`src/hw/rtl/wflp_pkg.sv`:
```
package wflp_pkg;

  // Field and register widths
  localparam int DUTY_W     = 16;
  localparam int SUPPLY_W   = 16;
  localparam int DT_W       = 16;
  localparam int SPEED_W    = 32;
  localparam int COUNT_W    = 17;
  localparam int ACC_W      = 64;
  localparam int GAIN_W     = 24;
  localparam int LAG_W      = 16;
  localparam int CPM_W      = 24;
  localparam int MOD_W      = 17;
  localparam int CFG_IDX_W  = 2;
  localparam int CFG_DATA_W = 24;
  localparam int IN_TDATA_W  = 48;
  localparam int OUT_TDATA_W = 56;

  // Register indexes
  localparam logic [CFG_IDX_W-1:0] REG_STEADY_GAIN   = 2'd0;
  localparam logic [CFG_IDX_W-1:0] REG_LAG_TIME      = 2'd1;
  localparam logic [CFG_IDX_W-1:0] REG_COUNTS_PER_MM = 2'd2;
  localparam logic [CFG_IDX_W-1:0] REG_COUNT_MODULUS = 2'd3;

  localparam logic [MOD_W-1:0] MOD_RESET = 17'd65536;
  localparam logic [MOD_W-1:0] MOD_MIN   = 17'd2;
  localparam logic [MOD_W-1:0] MOD_MAX   = 17'd65536;

  // Shared multiplier: 32 x 24 unsigned
  localparam int MUL_A_W = 32;
  localparam int MUL_B_W = 24;
  localparam int MUL_P_W = MUL_A_W + MUL_B_W;

  localparam logic [2:0] MUL_DUTY_SUPPLY = 3'd0;
  localparam logic [2:0] MUL_TGT_GAIN    = 3'd1;
  localparam logic [2:0] MUL_DIFF_DT     = 3'd2;
  localparam logic [2:0] MUL_SPEED_DT    = 3'd3;
  localparam logic [2:0] MUL_ALO_CPM     = 3'd4;
  localparam logic [2:0] MUL_AHI_CPM     = 3'd5;

  // Shared divider: three quotient bits per cycle while stepping
  localparam int DIV_RADIX_BITS = 3;
  localparam int DIV_W          = 63;
  localparam int DIV_D_W        = 17;
  localparam int DIV_CNT_W      = 5;
  localparam logic [DIV_CNT_W-1:0] DIV_CYC_STEP = 5'd16;
  localparam logic [DIV_CNT_W-1:0] DIV_CYC_CNT  = 5'd21;
  localparam logic [DIV_CNT_W-1:0] DIV_CYC_MOD  = 5'd16;

  // 256000 = 2^11 * 125
  localparam logic [6:0] CNT_DIVISOR = 7'd125;

  localparam logic [1:0] DIV_SRC_STEP = 2'd0;
  localparam logic [1:0] DIV_SRC_CNT  = 2'd1;
  localparam logic [1:0] DIV_SRC_MOD  = 2'd2;

  localparam logic [1:0] SPD_HOLD   = 2'd0;
  localparam logic [1:0] SPD_ZERO   = 2'd1;
  localparam logic [1:0] SPD_TARGET = 2'd2;
  localparam logic [1:0] SPD_STEP   = 2'd3;

  typedef struct packed {
    logic       in_load;
    logic       mul_en;
    logic       part_en;
    logic [2:0] mul_sel;
    logic       diff_en;
    logic       div_load;
    logic [1:0] div_src;
    logic       div_step;
    logic [1:0] spd_op;
    logic       acc_en;
    logic       out_load;
  } dp_cmd_t;

  typedef struct packed {
    logic dt_zero;
    logic stall;
    logic snap;
  } dp_stat_t;

endpackage

```
`src/hw/rtl/wflp_div.sv`:
```
module wflp_div (
  input  logic                         clk,
  input  logic                         load,
  input  logic                         step,
  input  logic [wflp_pkg::DIV_W-1:0]   dividend,
  input  logic [wflp_pkg::DIV_D_W-1:0] divisor,
  output logic [wflp_pkg::DIV_W-1:0]   quot,
  output logic [wflp_pkg::DIV_D_W-1:0] rem
);
  import wflp_pkg::*;

  logic [DIV_W-1:0]   q_r, q_nxt;
  logic [DIV_D_W-1:0] rem_r, rem_nxt;
  logic [DIV_D_W-1:0] d_r;
  logic [DIV_D_W:0]   trial;

  // Restoring division, DIV_RADIX_BITS bits per cycle while step is high; dividend enters left-aligned
  always_comb begin
    rem_nxt = rem_r;
    q_nxt   = q_r;
    trial   = '0;
    for (int i = 0; i < DIV_RADIX_BITS; i++) begin
      trial = {rem_nxt, q_nxt[DIV_W-1]};
      q_nxt = {q_nxt[DIV_W-2:0], 1'b0};
      if (trial >= {1'b0, d_r}) begin
        rem_nxt  = DIV_D_W'(trial - {1'b0, d_r});
        q_nxt[0] = 1'b1;
      end else begin
        rem_nxt = trial[DIV_D_W-1:0];
      end
    end
  end

  always_ff @(posedge clk) begin
    if (load) begin
      q_r   <= dividend;
      rem_r <= '0;
      d_r   <= divisor;
    end else if (step) begin
      q_r   <= q_nxt;
      rem_r <= rem_nxt;
    end
  end

  assign quot = q_r;
  assign rem  = rem_r;

endmodule

```
`src/hw/rtl/wflp_dp.sv`:
```
module wflp_dp (
  input  logic                              clk,
  input  logic                              rst_n,
  input  logic                              cfg_we,
  input  logic [wflp_pkg::CFG_IDX_W-1:0]    cfg_index,
  input  logic [wflp_pkg::CFG_DATA_W-1:0]   cfg_wdata,
  input  logic [wflp_pkg::IN_TDATA_W-1:0]   in_tdata,
  input  logic                              in_tuser,
  input  wflp_pkg::dp_cmd_t                 cmd,
  output wflp_pkg::dp_stat_t                stat,
  output logic [wflp_pkg::OUT_TDATA_W-1:0]  out_tdata
);
  import wflp_pkg::*;

  // Configuration registers
  logic [GAIN_W-1:0] gain_r;
  logic [LAG_W-1:0]  lag_r;
  logic [CPM_W-1:0]  cpm_r;
  logic [MOD_W-1:0]  mod_r;

  // Latched transaction
  logic [DUTY_W-1:0]   duty_r;
  logic [SUPPLY_W-1:0] supply_r;
  logic [DT_W-1:0]     dt_r;
  logic                stall_r;

  // Working registers
  logic [MUL_P_W-1:0] mul_r;
  logic [47:0]        part_r;
  logic [27:0]        target_r;
  logic [31:0]        diffmag_r;
  logic               dneg_r;
  logic [SPEED_W-1:0] speed_r, speed_nxt;
  logic [ACC_W-1:0]   acc_r;
  logic [OUT_TDATA_W-1:0] out_r;

  logic [DUTY_W-1:0]  dmag;
  logic [MUL_A_W-1:0] mul_a;
  logic [MUL_B_W-1:0] mul_b;
  logic [MUL_P_W-1:0] product;
  logic [26:0]        tmag;
  logic [27:0]        target_w;
  logic [32:0]        diff33;
  logic [31:0]        diffmag_w;
  logic [31:0]        smag;
  logic [71:0]        xsum;
  logic [46:0]        hmag;
  logic [MOD_W-1:0]   mod_c;
  logic [DIV_W-1:0]   div_dividend;
  logic [DIV_D_W-1:0] div_divisor;
  logic [DIV_W-1:0]   div_quot;
  logic [DIV_D_W-1:0] div_rem;
  logic [64:0]        inc65, s65, sum65;
  logic [ACC_W-1:0]   acc_sat;
  logic [MOD_W-1:0]   hm;
  logic               wrap_gt;
  logic [17:0]        raw_w;

  // Configuration writes
  always_ff @(posedge clk) begin
    if (!rst_n) begin
      gain_r <= '0;
      lag_r  <= '0;
      cpm_r  <= '0;
      mod_r  <= MOD_RESET;
    end else if (cfg_we) begin
      unique case (cfg_index)
        REG_STEADY_GAIN:   gain_r <= cfg_wdata;
        REG_LAG_TIME:      lag_r  <= cfg_wdata[LAG_W-1:0];
        REG_COUNTS_PER_MM: cpm_r  <= cfg_wdata;
        REG_COUNT_MODULUS: mod_r  <= cfg_wdata[MOD_W-1:0];
        default: ;
      endcase
    end
  end

  // Capture the input transaction
  always_ff @(posedge clk) begin
    if (cmd.in_load) begin
      duty_r   <= in_tdata[15:0];
      supply_r <= in_tdata[31:16];
      dt_r     <= in_tdata[47:32];
      stall_r  <= in_tuser;
    end
  end

  assign stat.dt_zero = (dt_r == '0);
  assign stat.stall   = stall_r;
  assign stat.snap    = (lag_r == '0) || (dt_r >= lag_r);

  // Operand selection for the shared multiplier
  assign dmag = duty_r[DUTY_W-1] ? (DUTY_W'(0) - duty_r) : duty_r;
  assign smag = speed_r[SPEED_W-1] ? (32'd0 - speed_r) : speed_r;

  always_comb begin
    case (cmd.mul_sel)
      MUL_DUTY_SUPPLY: begin
        mul_a = {16'd0, dmag};
        mul_b = {8'd0, supply_r};
      end
      MUL_TGT_GAIN: begin
        mul_a = mul_r[31:0];
        mul_b = gain_r;
      end
      MUL_DIFF_DT: begin
        mul_a = diffmag_r;
        mul_b = {8'd0, dt_r};
      end
      MUL_SPEED_DT: begin
        mul_a = smag;
        mul_b = {8'd0, dt_r};
      end
      MUL_ALO_CPM: begin
        mul_a = {8'd0, mul_r[23:0]};
        mul_b = cpm_r;
      end
      MUL_AHI_CPM: begin
        mul_a = {8'd0, mul_r[47:24]};
        mul_b = cpm_r;
      end
      default: begin
        mul_a = '0;
        mul_b = '0;
      end
    endcase
  end

  assign product = mul_a * mul_b;

  always_ff @(posedge clk) begin
    if (cmd.mul_en) begin
      mul_r <= product;
    end
    if (cmd.part_en) begin
      part_r <= product[47:0];
    end
  end

  // Target speed and distance to it
  assign tmag      = mul_r[55:29];
  assign target_w  = duty_r[DUTY_W-1] ? (28'd0 - {1'b0, tmag}) : {1'b0, tmag};
  assign diff33    = {{5{target_w[27]}}, target_w} - {speed_r[31], speed_r};
  assign diffmag_w = diff33[32] ? 32'(33'd0 - diff33) : diff33[31:0];

  always_ff @(posedge clk) begin
    if (cmd.diff_en) begin
      target_r  <= target_w;
      diffmag_r <= diffmag_w;
      dneg_r    <= diff33[32];
    end
  end

  // Divider operands
  assign xsum  = {mul_r[47:0], 24'd0} + {24'd0, part_r};
  assign hmag  = acc_r[63] ? ~acc_r[62:16] : acc_r[62:16];
  assign mod_c = (mod_r < MOD_MIN) ? MOD_MIN : ((mod_r > MOD_MAX) ? MOD_MAX : mod_r);

  always_comb begin
    case (cmd.div_src)
      DIV_SRC_STEP: begin
        div_dividend = {mul_r[47:0], 15'd0};
        div_divisor  = {1'b0, lag_r};
      end
      DIV_SRC_CNT: begin
        div_dividend = {2'd0, xsum[71:11]};
        div_divisor  = {10'd0, CNT_DIVISOR};
      end
      DIV_SRC_MOD: begin
        div_dividend = {1'b0, hmag, 15'd0};
        div_divisor  = mod_c;
      end
      default: begin
        div_dividend = '0;
        div_divisor  = '0;
      end
    endcase
  end

  wflp_div u_div (
    .clk      (clk),
    .load     (cmd.div_load),
    .step     (cmd.div_step),
    .dividend (div_dividend),
    .divisor  (div_divisor),
    .quot     (div_quot),
    .rem      (div_rem)
  );

  // Speed update
  always_comb begin
    case (cmd.spd_op)
      SPD_ZERO:   speed_nxt = '0;
      SPD_TARGET: speed_nxt = {{4{target_r[27]}}, target_r};
      SPD_STEP:   speed_nxt = dneg_r ? (speed_r - div_quot[31:0])
                                     : (speed_r + div_quot[31:0]);
      default:    speed_nxt = speed_r;
    endcase
  end

  // Saturating count accumulation
  assign inc65   = {11'd0, div_quot[53:0]};
  assign s65     = speed_r[SPEED_W-1] ? (65'd0 - inc65) : inc65;
  assign sum65   = {acc_r[63], acc_r} + s65;
  assign acc_sat = (sum65[64] != sum65[63]) ?
                   (sum65[64] ? {1'b1, 63'd0} : {1'b0, {63{1'b1}}}) : sum65[63:0];

  always_ff @(posedge clk) begin
    if (!rst_n) begin
      speed_r <= '0;
      acc_r   <= '0;
    end else begin
      speed_r <= speed_nxt;
      if (cmd.acc_en) begin
        acc_r <= acc_sat;
      end
    end
  end

  // Wrap the count into the signed counter range, truncated toward zero
  assign hm      = acc_r[63] ? (mod_c - 17'd1 - div_rem) : div_rem;
  assign wrap_gt = {hm, acc_r[15:0]} > {1'b0, mod_c, 15'd0};
  assign raw_w   = wrap_gt ? ({1'b0, hm} - {1'b0, mod_c} + {17'd0, (acc_r[15:0] != 16'd0)})
                           : {1'b0, hm};

  always_ff @(posedge clk) begin
    if (cmd.out_load) begin
      out_r <= {7'd0, raw_w[COUNT_W-1:0], speed_r};
    end
  end

  assign out_tdata = out_r;

endmodule

```
`src/hw/rtl/wflp_ctrl.sv`:
```
module wflp_ctrl (
  input  logic                clk,
  input  logic                rst_n,
  input  logic                in_tvalid,
  output logic                in_tready,
  output logic                out_tvalid,
  input  logic                out_tready,
  input  wflp_pkg::dp_stat_t  stat,
  output wflp_pkg::dp_cmd_t   cmd
);
  import wflp_pkg::*;

  localparam logic [4:0] S_IDLE     = 5'd0;
  localparam logic [4:0] S_CHECK    = 5'd1;
  localparam logic [4:0] S_MUL_TG   = 5'd2;
  localparam logic [4:0] S_DIFF     = 5'd3;
  localparam logic [4:0] S_MUL_DT   = 5'd4;
  localparam logic [4:0] S_LD_STEP  = 5'd5;
  localparam logic [4:0] S_DIV_STEP = 5'd6;
  localparam logic [4:0] S_UPD      = 5'd7;
  localparam logic [4:0] S_MUL_A    = 5'd8;
  localparam logic [4:0] S_MUL_LO   = 5'd9;
  localparam logic [4:0] S_MUL_HI   = 5'd10;
  localparam logic [4:0] S_LD_CNT   = 5'd11;
  localparam logic [4:0] S_DIV_CNT  = 5'd12;
  localparam logic [4:0] S_ACC      = 5'd13;
  localparam logic [4:0] S_LD_MOD   = 5'd14;
  localparam logic [4:0] S_DIV_MOD  = 5'd15;
  localparam logic [4:0] S_WRAP     = 5'd16;

  logic [4:0]           state_r, state_nxt;
  logic [DIV_CNT_W-1:0] cnt_r, cnt_nxt;
  logic                 out_valid_r, out_valid_nxt;

  // Sequence one transaction through the shared multiplier and divider
  always_comb begin
    state_nxt = state_r;
    cnt_nxt   = cnt_r;
    cmd       = '0;
    cmd.mul_sel = MUL_DUTY_SUPPLY;
    cmd.div_src = DIV_SRC_STEP;
    cmd.spd_op  = SPD_HOLD;
    in_tready = 1'b0;
    unique case (state_r)
      S_IDLE: begin
        in_tready   = 1'b1;
        cmd.in_load = in_tvalid;
        if (in_tvalid) begin
          state_nxt = S_CHECK;
        end
      end
      S_CHECK: begin
        cmd.mul_en  = 1'b1;
        cmd.mul_sel = MUL_DUTY_SUPPLY;
        if (stat.dt_zero) begin
          state_nxt = S_LD_MOD;
        end else if (stat.stall) begin
          cmd.spd_op = SPD_ZERO;
          state_nxt  = S_LD_MOD;
        end else begin
          state_nxt = S_MUL_TG;
        end
      end
      S_MUL_TG: begin
        cmd.mul_en  = 1'b1;
        cmd.mul_sel = MUL_TGT_GAIN;
        state_nxt   = S_DIFF;
      end
      S_DIFF: begin
        cmd.diff_en = 1'b1;
        state_nxt   = S_MUL_DT;
      end
      S_MUL_DT: begin
        if (stat.snap) begin
          cmd.spd_op = SPD_TARGET;
          state_nxt  = S_MUL_A;
        end else begin
          cmd.mul_en  = 1'b1;
          cmd.mul_sel = MUL_DIFF_DT;
          state_nxt   = S_LD_STEP;
        end
      end
      S_LD_STEP: begin
        cmd.div_load = 1'b1;
        cmd.div_src  = DIV_SRC_STEP;
        cnt_nxt      = DIV_CYC_STEP;
        state_nxt    = S_DIV_STEP;
      end
      S_DIV_STEP: begin
        cmd.div_step = 1'b1;
        cnt_nxt      = cnt_r - 1'b1;
        if (cnt_r == DIV_CNT_W'(1)) begin
          state_nxt = S_UPD;
        end
      end
      S_UPD: begin
        cmd.spd_op = SPD_STEP;
        state_nxt  = S_MUL_A;
      end
      S_MUL_A: begin
        cmd.mul_en  = 1'b1;
        cmd.mul_sel = MUL_SPEED_DT;
        state_nxt   = S_MUL_LO;
      end
      S_MUL_LO: begin
        cmd.part_en = 1'b1;
        cmd.mul_sel = MUL_ALO_CPM;
        state_nxt   = S_MUL_HI;
      end
      S_MUL_HI: begin
        cmd.mul_en  = 1'b1;
        cmd.mul_sel = MUL_AHI_CPM;
        state_nxt   = S_LD_CNT;
      end
      S_LD_CNT: begin
        cmd.div_load = 1'b1;
        cmd.div_src  = DIV_SRC_CNT;
        cnt_nxt      = DIV_CYC_CNT;
        state_nxt    = S_DIV_CNT;
      end
      S_DIV_CNT: begin
        cmd.div_step = 1'b1;
        cnt_nxt      = cnt_r - 1'b1;
        if (cnt_r == DIV_CNT_W'(1)) begin
          state_nxt = S_ACC;
        end
      end
      S_ACC: begin
        cmd.acc_en = 1'b1;
        state_nxt  = S_LD_MOD;
      end
      S_LD_MOD: begin
        cmd.div_load = 1'b1;
        cmd.div_src  = DIV_SRC_MOD;
        cnt_nxt      = DIV_CYC_MOD;
        state_nxt    = S_DIV_MOD;
      end
      S_DIV_MOD: begin
        cmd.div_step = 1'b1;
        cmd.div_src  = DIV_SRC_MOD;
        cnt_nxt      = cnt_r - 1'b1;
        if (cnt_r == DIV_CNT_W'(1)) begin
          state_nxt = S_WRAP;
        end
      end
      S_WRAP: begin
        // hold until the output register is free
        if (!out_valid_r || out_tready) begin
          cmd.out_load = 1'b1;
          state_nxt    = S_IDLE;
        end
      end
      default: begin
        state_nxt = S_IDLE;
      end
    endcase
  end

  // Output register occupancy
  always_comb begin
    if (cmd.out_load) begin
      out_valid_nxt = 1'b1;
    end else if (out_tready) begin
      out_valid_nxt = 1'b0;
    end else begin
      out_valid_nxt = out_valid_r;
    end
  end

  always_ff @(posedge clk) begin
    if (!rst_n) begin
      state_r     <= S_IDLE;
      cnt_r       <= '0;
      out_valid_r <= 1'b0;
    end else begin
      state_r     <= state_nxt;
      cnt_r       <= cnt_nxt;
      out_valid_r <= out_valid_nxt;
    end
  end

  assign out_tvalid = out_valid_r;

endmodule

```
`src/hw/rtl/wheel_first_order_lag_plant.sv`:
```
// Wheel plant: first-order lag speed model with an encoder count.
// Input stream: one transaction per tick. in_tdata carries duty, supply and
// elapsed_ms; in_tuser carries the stall flag. Output stream: one
// transaction per tick with the new speed and the wrapped raw count.
// Configuration: write cfg_wdata to register cfg_index while cfg_we is high;
// only between transactions (no tick in flight).
// Paths: a tick runs the full sequence when the lag is active, skips the lag
// step when the speed snaps to the target, and goes straight to the modulus
// step when the time step is zero or the stall flag is set. The shared
// radix-8 divider serves the lag step, the count increment and the counter
// modulus in turn. in_tready is high only while the block is idle;
// the next tick is taken in the cycle after the result is registered.
// A registered result waits for out_tready without blocking intake; the
// following result stalls in its final step until the output register frees.
// Reset (rst_n low, synchronous) clears speed, count and the output valid,
// and sets the registers to gain 0, lag 0, counts per mm 0, modulus 65536.
module wheel_first_order_lag_plant (
  input  logic                               clk,
  input  logic                               rst_n,
  input  logic                               cfg_we,
  input  logic [wflp_pkg::CFG_IDX_W-1:0]     cfg_index,
  input  logic [wflp_pkg::CFG_DATA_W-1:0]    cfg_wdata,
  input  logic                               in_tvalid,
  output logic                               in_tready,
  // [15:0] duty, [31:16] supply, [47:32] elapsed_ms
  input  logic [wflp_pkg::IN_TDATA_W-1:0]    in_tdata,
  // [0] stall_hold
  input  logic                               in_tuser,
  output logic                               out_tvalid,
  input  logic                               out_tready,
  // [31:0] speed_out, [48:32] raw_count_out, [55:49] zero
  output logic [wflp_pkg::OUT_TDATA_W-1:0]   out_tdata
);
  import wflp_pkg::*;

  dp_cmd_t  cmd;
  dp_stat_t stat;

  wflp_ctrl u_ctrl (
    .clk        (clk),
    .rst_n      (rst_n),
    .in_tvalid  (in_tvalid),
    .in_tready  (in_tready),
    .out_tvalid (out_tvalid),
    .out_tready (out_tready),
    .stat       (stat),
    .cmd        (cmd)
  );

  wflp_dp u_dp (
    .clk       (clk),
    .rst_n     (rst_n),
    .cfg_we    (cfg_we),
    .cfg_index (cfg_index),
    .cfg_wdata (cfg_wdata),
    .in_tdata  (in_tdata),
    .in_tuser  (in_tuser),
    .cmd       (cmd),
    .stat      (stat),
    .out_tdata (out_tdata)
  );

  // One tick in flight: intake closes right after a transaction
  a_single_tick: assert property (@(posedge clk) disable iff (!rst_n)
    (in_tvalid && in_tready) |=> !in_tready)
    else $error("input accepted while a tick is in flight");

  // Wrapped count stays inside the signed counter range
  a_count_range: assert property (@(posedge clk) disable iff (!rst_n)
    out_tvalid |-> ($signed(out_tdata[48:32]) >= -17'sd32768 &&
                    $signed(out_tdata[48:32]) <= 17'sd32768))
    else $error("raw count outside the counter range");

  // Reset leaves no result pending
  a_reset_empty: assert property (@(posedge clk)
    $past(!rst_n) |-> !out_tvalid)
    else $error("result pending after reset");

endmodule
```
`config.mk`:
```
export PLATFORM = sky130hd
export DESIGN_NAME = wheel_first_order_lag_plant
export DESIGN_NICKNAME = d
export VERILOG_FILES = /design/src/hw/rtl/wflp_pkg.sv /design/src/hw/rtl/wflp_div.sv /design/src/hw/rtl/wflp_dp.sv /design/src/hw/rtl/wflp_ctrl.sv /design/src/hw/rtl/wheel_first_order_lag_plant.sv
export SDC_FILE = /design/constraint.sdc
export NUM_CORES = 2
export LEC_CHECK = 0
export ABC_AREA = 1
export BUFFER_PORTS_ARGS = -buffer_cell sky130_fd_sc_hd__buf_2
export CAP_MARGIN = 20
export CORE_MARGIN = 5
export CORE_UTILIZATION = 60
export DETAILED_ROUTE_END_ITERATION = 8
export PLACE_DENSITY = 0.79
export SLEW_MARGIN = 20
export SYNTH_ARGS = -nofsm -noshare
export SYNTH_HDL_FRONTEND = slang
export SYNTH_HIERARCHICAL = 1
export SYNTH_SLANG_ARGS = --single-unit
```
`constraint.sdc`:
```
create_clock -name clk -period 24.7 [get_ports clk]
set_input_delay 1.235 -clock clk [delete_from_list [all_inputs] [get_ports clk]]
set_output_delay 1.235 -clock clk [all_outputs]
set_load 0.02 [all_outputs]
```
After elaboration in Yosys (flattened, before gate mapping)
Cells that the tools add are included.
- memory bits (writable): 0
- ROM bits: 0
- register bits after elaboration: 548
- bits in latches: 0
- memories kept: 0
- output and inout bits: 58
- bitwise gates (word level): 1
- multipliers: 1
- order comparisons: 7
- equal/unequal tests: 36
- shift operators: 0
- add/subtract/negate cells: 18
- reduce and logical (&&, ||, !) cells: 26
- divide/modulo/power cells: 0
- mux-type cells: 56
- operators with widths (operator ; number):
    32-bit one-hot mux with 6 select lines ; 1
    63-bit one-hot mux with 3 select lines ; 1
    64-bit 2-to-1 mux ; 2
    63-bit 2-to-1 mux ; 2
    17-bit 2-to-1 mux ; 7
    32-bit 2-to-1 mux ; 3
    24-bit one-hot mux with 4 select lines ; 1
    32-bit one-hot mux with 3 select lines ; 1
    5-bit one-hot mux with 17 select lines ; 1
    17-bit subtractor ; 5
    72-bit by 48-bit adder with 72-bit output ; 1
    65-bit adder ; 1
    65-bit 2-to-1 mux ; 1
    1-bit by 32-bit subtractor with 32-bit output (first input constant) ; 2
    32-bit by 24-bit multiplier with 56-bit output ; 1
    1-bit by 54-bit subtractor with 55-bit output (first input constant) ; 1
    18-bit by 17-bit >= comparator with 1-bit output ; 3
    17-bit one-hot mux with 3 select lines ; 1
    47-bit 2-to-1 mux ; 1
    47-bit NOT ; 1
    5-bit by 4-bit equality test with 1-bit output (second input constant) ; 8
    33-bit by 32-bit greater-than comparator with 1-bit output ; 1
    28-bit by 32-bit subtractor with 33-bit output ; 1
    32-bit adder ; 1
    46 further kinds ; 97

Logic depth before layout (Yosys ltp)
- word-level depth: 9
- gate-level depth with buffers: 57
- depth with buffers taken out: 56

By module
The synthesis kept the hierarchy.
- by module, submodules not included (module ; seq. area each (um^2) ; times used ; cells each ; area an instance (um^2)):
    wflp_dp ; 11110.7 ; 1 ; 8340 ; 60752.0
    wflp_div ; 2742.6 ; 1 ; 1017 ; 7324.5
    wflp_ctrl ; 220.2 ; 1 ; 150 ; 899.6

Worst setup path after synthesis
OpenSTA, ideal clock, no wires.
- path type: reg2reg
- start point: register u_dp.lag_r[1]
- end point: register u_dp.mul_r[42] (data pin)
- arrival: 8.904 ns
- stages on the path, launching flop included: 49
- data required time: 24.435 ns
- path slack: 15.531 ns
- library setup time: 0.265 ns
- period minus slack after synthesis: 9.169 ns
- path through: dfxtp_1 > inv_1 > ha_1 > a21boi_0 > o21a_1 > o21ai_0 > nand2_1 > nand3_1 > nand2_1 > nand2_1 > nand2_1 > nand2_1 > nand2_1 > a21oi_1 > o21ai_0 > nor2_1 > inv_1 > o21ai_0 > (+13 left out) > inv_1 > fa_1 > fa_1 > inv_1 > fa_1 > fa_1 > inv_1 > fa_1 > inv_1 > ha_1 > a21oi_1 > o21ai_0 > a21oi_1 > a21boi_1 > o21ai_0 > a21oi_1 > o21ai_1 > xor2_1
- RTL lines (element ; line ; text):
    from (decl) ; wflp_dp.sv:17 ; logic [LAG_W-1:0] lag_r;
    from (signal assigned) ; wflp_dp.sv:69 ; REG_LAG_TIME: lag_r <= cfg_wdata[LAG_W-1:0];
    to (signal assigned) ; wflp_dp.sv:132 ; mul_r <= product;
    to (decl) ; wflp_dp.sv:28 ; logic [MUL_P_W-1:0] mul_r;

==> results.yml <==
clock_network:
  cts_buffers: 66
  clk_latency_ns: 0.65
  cts_tree: "done"
  htreeDepth: 3
  holdBufCountCts: 0
  clock_path_buffers: 3
  postCtsResizedCells: 0
  post-cts-setup-buffers: 0
  clk_pin_slew_worst_paths_ns: 0.06
  clock_sinks: 537
  cts-root-buf: "clkbuf_16"
place:
  place_ws_ns: 12.46
  place_congestion: 1.09
  place.port_buffers: 130
  hpwl_um: 206000
  placed_cell_area_um2: 70900
die:
  dieHeight_um: 349
  num_io_pins: 138
  core_area_um2: 114000
  num_rows: 124
  die_area_um2: 122000
  start_util_pct: 60.4
  die_w_um: 349
synth:
  ys_seq_area_share_pct: 20.4
  synth_compound_area_share_pct: 11.7
  synth.avg_cell_area_um2: 7.26
  yosysWarnings: 6
  synth_cells: 9507
  synth_xor_xnor_area_share_pct: 3.76
  yosysUniqueCellTypes: 76
  ys_async_sr_fraction_pct: 0
  synth_top_family_by_area: "adder cells"
  ys.flop_type: "edfxtp_1"
  synthAdderAreaFrac_pct: 27.9
  synthMuxAreaShare_pct: 0
  synth_edf_count: 332
  synth_simple_gate_area_share_pct: 24.1
  syn_area_um2: 69000
  ys_ff_latch: 537
setup_path:
  cp-endpoint: "u_dp/part_r[33]"
  critPathBufInv: 11
  critPathMostFrequentCell: "nand2_1"
  max_stage_delay_ns: 1.18
  critPathTopFamily: "adder cells"
  cp-start-kind: "register"
  crit_path_top_delay_cell: "clkinv_1"
  rr_worst_depth: 47
  worst_ep_arrival_time_ns: 12.96
  cp_num_cells: 47
  endpoint_kind: "register"
  crit_fanout: 33
  path_class: "register to register"
  worstPathRequired_ns: 25.09
  worstReg2RegEnd: "u_dp/part_r[33]"
  startpoint: "u_dp/lag_r[1]"
  rr_startpoint: "u_dp/lag_r[1]"
  r2r_slack_ns: 12.13
layout:
  syn_to_final_growth_pct: 5.95
  drive_gt1_share_pct: 5.23
  final_cell_mix: "nand2_1, inv_1, nor2_1"
  nNetsFinal: 10700
  fin_area_um2: 73100
  mostFrequentLayoutCell: "nand2_1"
timing:
  rsz0062_at_grt: "no"
  worst_pin_slew_ns: 1.18
  maxSlewViolCount: 0
  post-route-min-period_ns: 12.57
  fin_skew_ns: 0.0424
  maxSlewHeadroom_pct: 20.5
  setup_viol: 0
  hold_viol: 0
  fmax_ghz: 0.0795
  tns_ns: 0
  fin_crit_sh_pct: 50.9
  fin_ws_ns: 12.13
routing:
  ant_nets: 0
  wl_per_cell_um: 23.0
  vias: 66300
  drc: 0
  first_pass_iters: 7
  drtIter0Drc: 8256
  via_per_inst: 5.98
  routed_wl_um: 255000
grt:
  grt_pass1_vias: 63900
  antenna_found_initial: 12
  grt_max_degree: 85
  grt-ovfl-total: 0
  grt.total_usage_pct: 41.0
  grt_pass1_wl_um: 382000
run:
  max_cap_viol_count: 0
hold_path:
  min_path_type: "register to register"
  hold_depth: 2
outcome:
  outcome: "complete, no violations"
==> synthesized netlist by cell type, types with 31 or more instances <==
| cell | number | area [µm²] |
|---|---|---|
| xor2_1 | 167 | 1460 |
| nand4_1 | 80 | 500 |
| fa_1 | 667 | 13400 |
| o21ai_0 | 526 | 2630 |
| o211ai_1 | 31 | 233 |
| ha_1 | 473 | 5920 |
| dfxtp_1 | 205 | 4100 |
| nand3_1 | 405 | 2030 |
| inv_1 | 1807 | 6780 |
| a21o_1 | 45 | 338 |
| a21oi_1 | 544 | 2720 |
| a31oi_1 | 65 | 407 |
| xnor2_1 | 127 | 1110 |
| o21bai_1 | 35 | 263 |
| nor2_1 | 805 | 3020 |
| nand3b_1 | 33 | 248 |
| clkbuf_1 | 128 | 480 |
| edfxtp_1 | 332 | 9970 |
| nand2_1 | 2366 | 8880 |
| nor3_1 | 106 | 531 |
| buf_2 | 103 | 515 |
| nor4_1 | 38 | 238 |
==> worst min path at each step <==
stage / start / end / slack (ns)
after detailed placement: u_dp/gain_r[8] / u_dp/gain_r[8] / 0.44
after global placement: u_dp/cpm_r[17] / u_dp/cpm_r[17] / 0.43
after floorplan: u_dp/cpm_r[16] / u_dp/cpm_r[16] / 0.42
after global routing: u_dp/gain_r[8] / u_dp/gain_r[8] / 0.46
after CTS: u_dp/gain_r[8] / u_dp/gain_r[8] / 0.45
final: u_dp/gain_r[8] / u_dp/gain_r[8] / 0.45
==> worst register-to-register path: cells and delay by family, from the launching register on <==
family / cells / cell delay (ns)
fa+ha+maj: 9 / 4.11
compound gates: 11 / 2.66
buf+inv: 11 / 2.53
simple gates: 15 / 2.39
flops: 1 / 0.32
xor+xnor: 1 / 0.32
==> per-stage QoR <==
step / hold WS, ns / util, % / instances
after global placement: 0.432 / 62.0 / 10900
after CTS: 0.448 / 64.0 / 11100
after detailed placement: 0.440 / 62.1 / 10900
after global routing: 0.464 / 64.0 / 11100
after floorplan: 0.420 / - / 9513
final: 0.448 / 64.0 / 11100
==> per-layer routing <==
| metal | share of wire (%) | wire length, µm | track usage (%) | up-vias |
|---|---|---|---|---|
| li1 | - | - | - | 30000 |
| met1 | 38 | 96600 | 53.1 | 31300 |
| met2 | 44 | 112000 | 63.9 | 4056 |
| met3 | 12 | 29800 | 9.67 | 892 |
| met4 | 6.7 | 17200 | 22.0 | 10 |
| met5 | 0.022 | 57 | 0 | - |
==> kinds of logic (layout without fill, tap and decap cells) <==
group	Yosys count	count (layout)
and+or+nand+nor	3980	3980
buffers and inverters	2131	2172
AOI/OAI and AO/OA	1423	1423
adders and majority gates	1140	1140
DFF	537	537
xor gates and xnor gates	295	295
other	1	12
==> flip-flops by register name, summed over array words and instances (netlist names), 24 cells and up <==
| name | cells |
|---|---|
| u_dp/diffmag_r | 32 |
| u_dp/mul_r | 56 |
| u_dp/u_div/quot | 63 |
| u_dp/part_r | 37 |
| u_dp/gain_r | 24 |
| u_dp/speed_r | 32 |
| u_dp/target_r | 28 |
| u_dp/acc_r | 64 |
| u_dp/out_tdata | 49 |
| u_dp/cpm_r | 24 |
==> area by class of cell <==
class / instances / area (µm²)
multi-input combinational: 6845 / 46700
fill: 10200 / 41100
sequential: 537 / 14100
inverter: 1844 / 6920
tap: 1512 / 1890
clock buffer: 88 / 1890
timing repair buffer: 209 / 1260
clock inverter: 31 / 310
antenna: 5 / 12.5
Power is left out: the tool's default activity adds up to more than one toggle a clock period on the data nets, which glitch-free logic cannot reach.
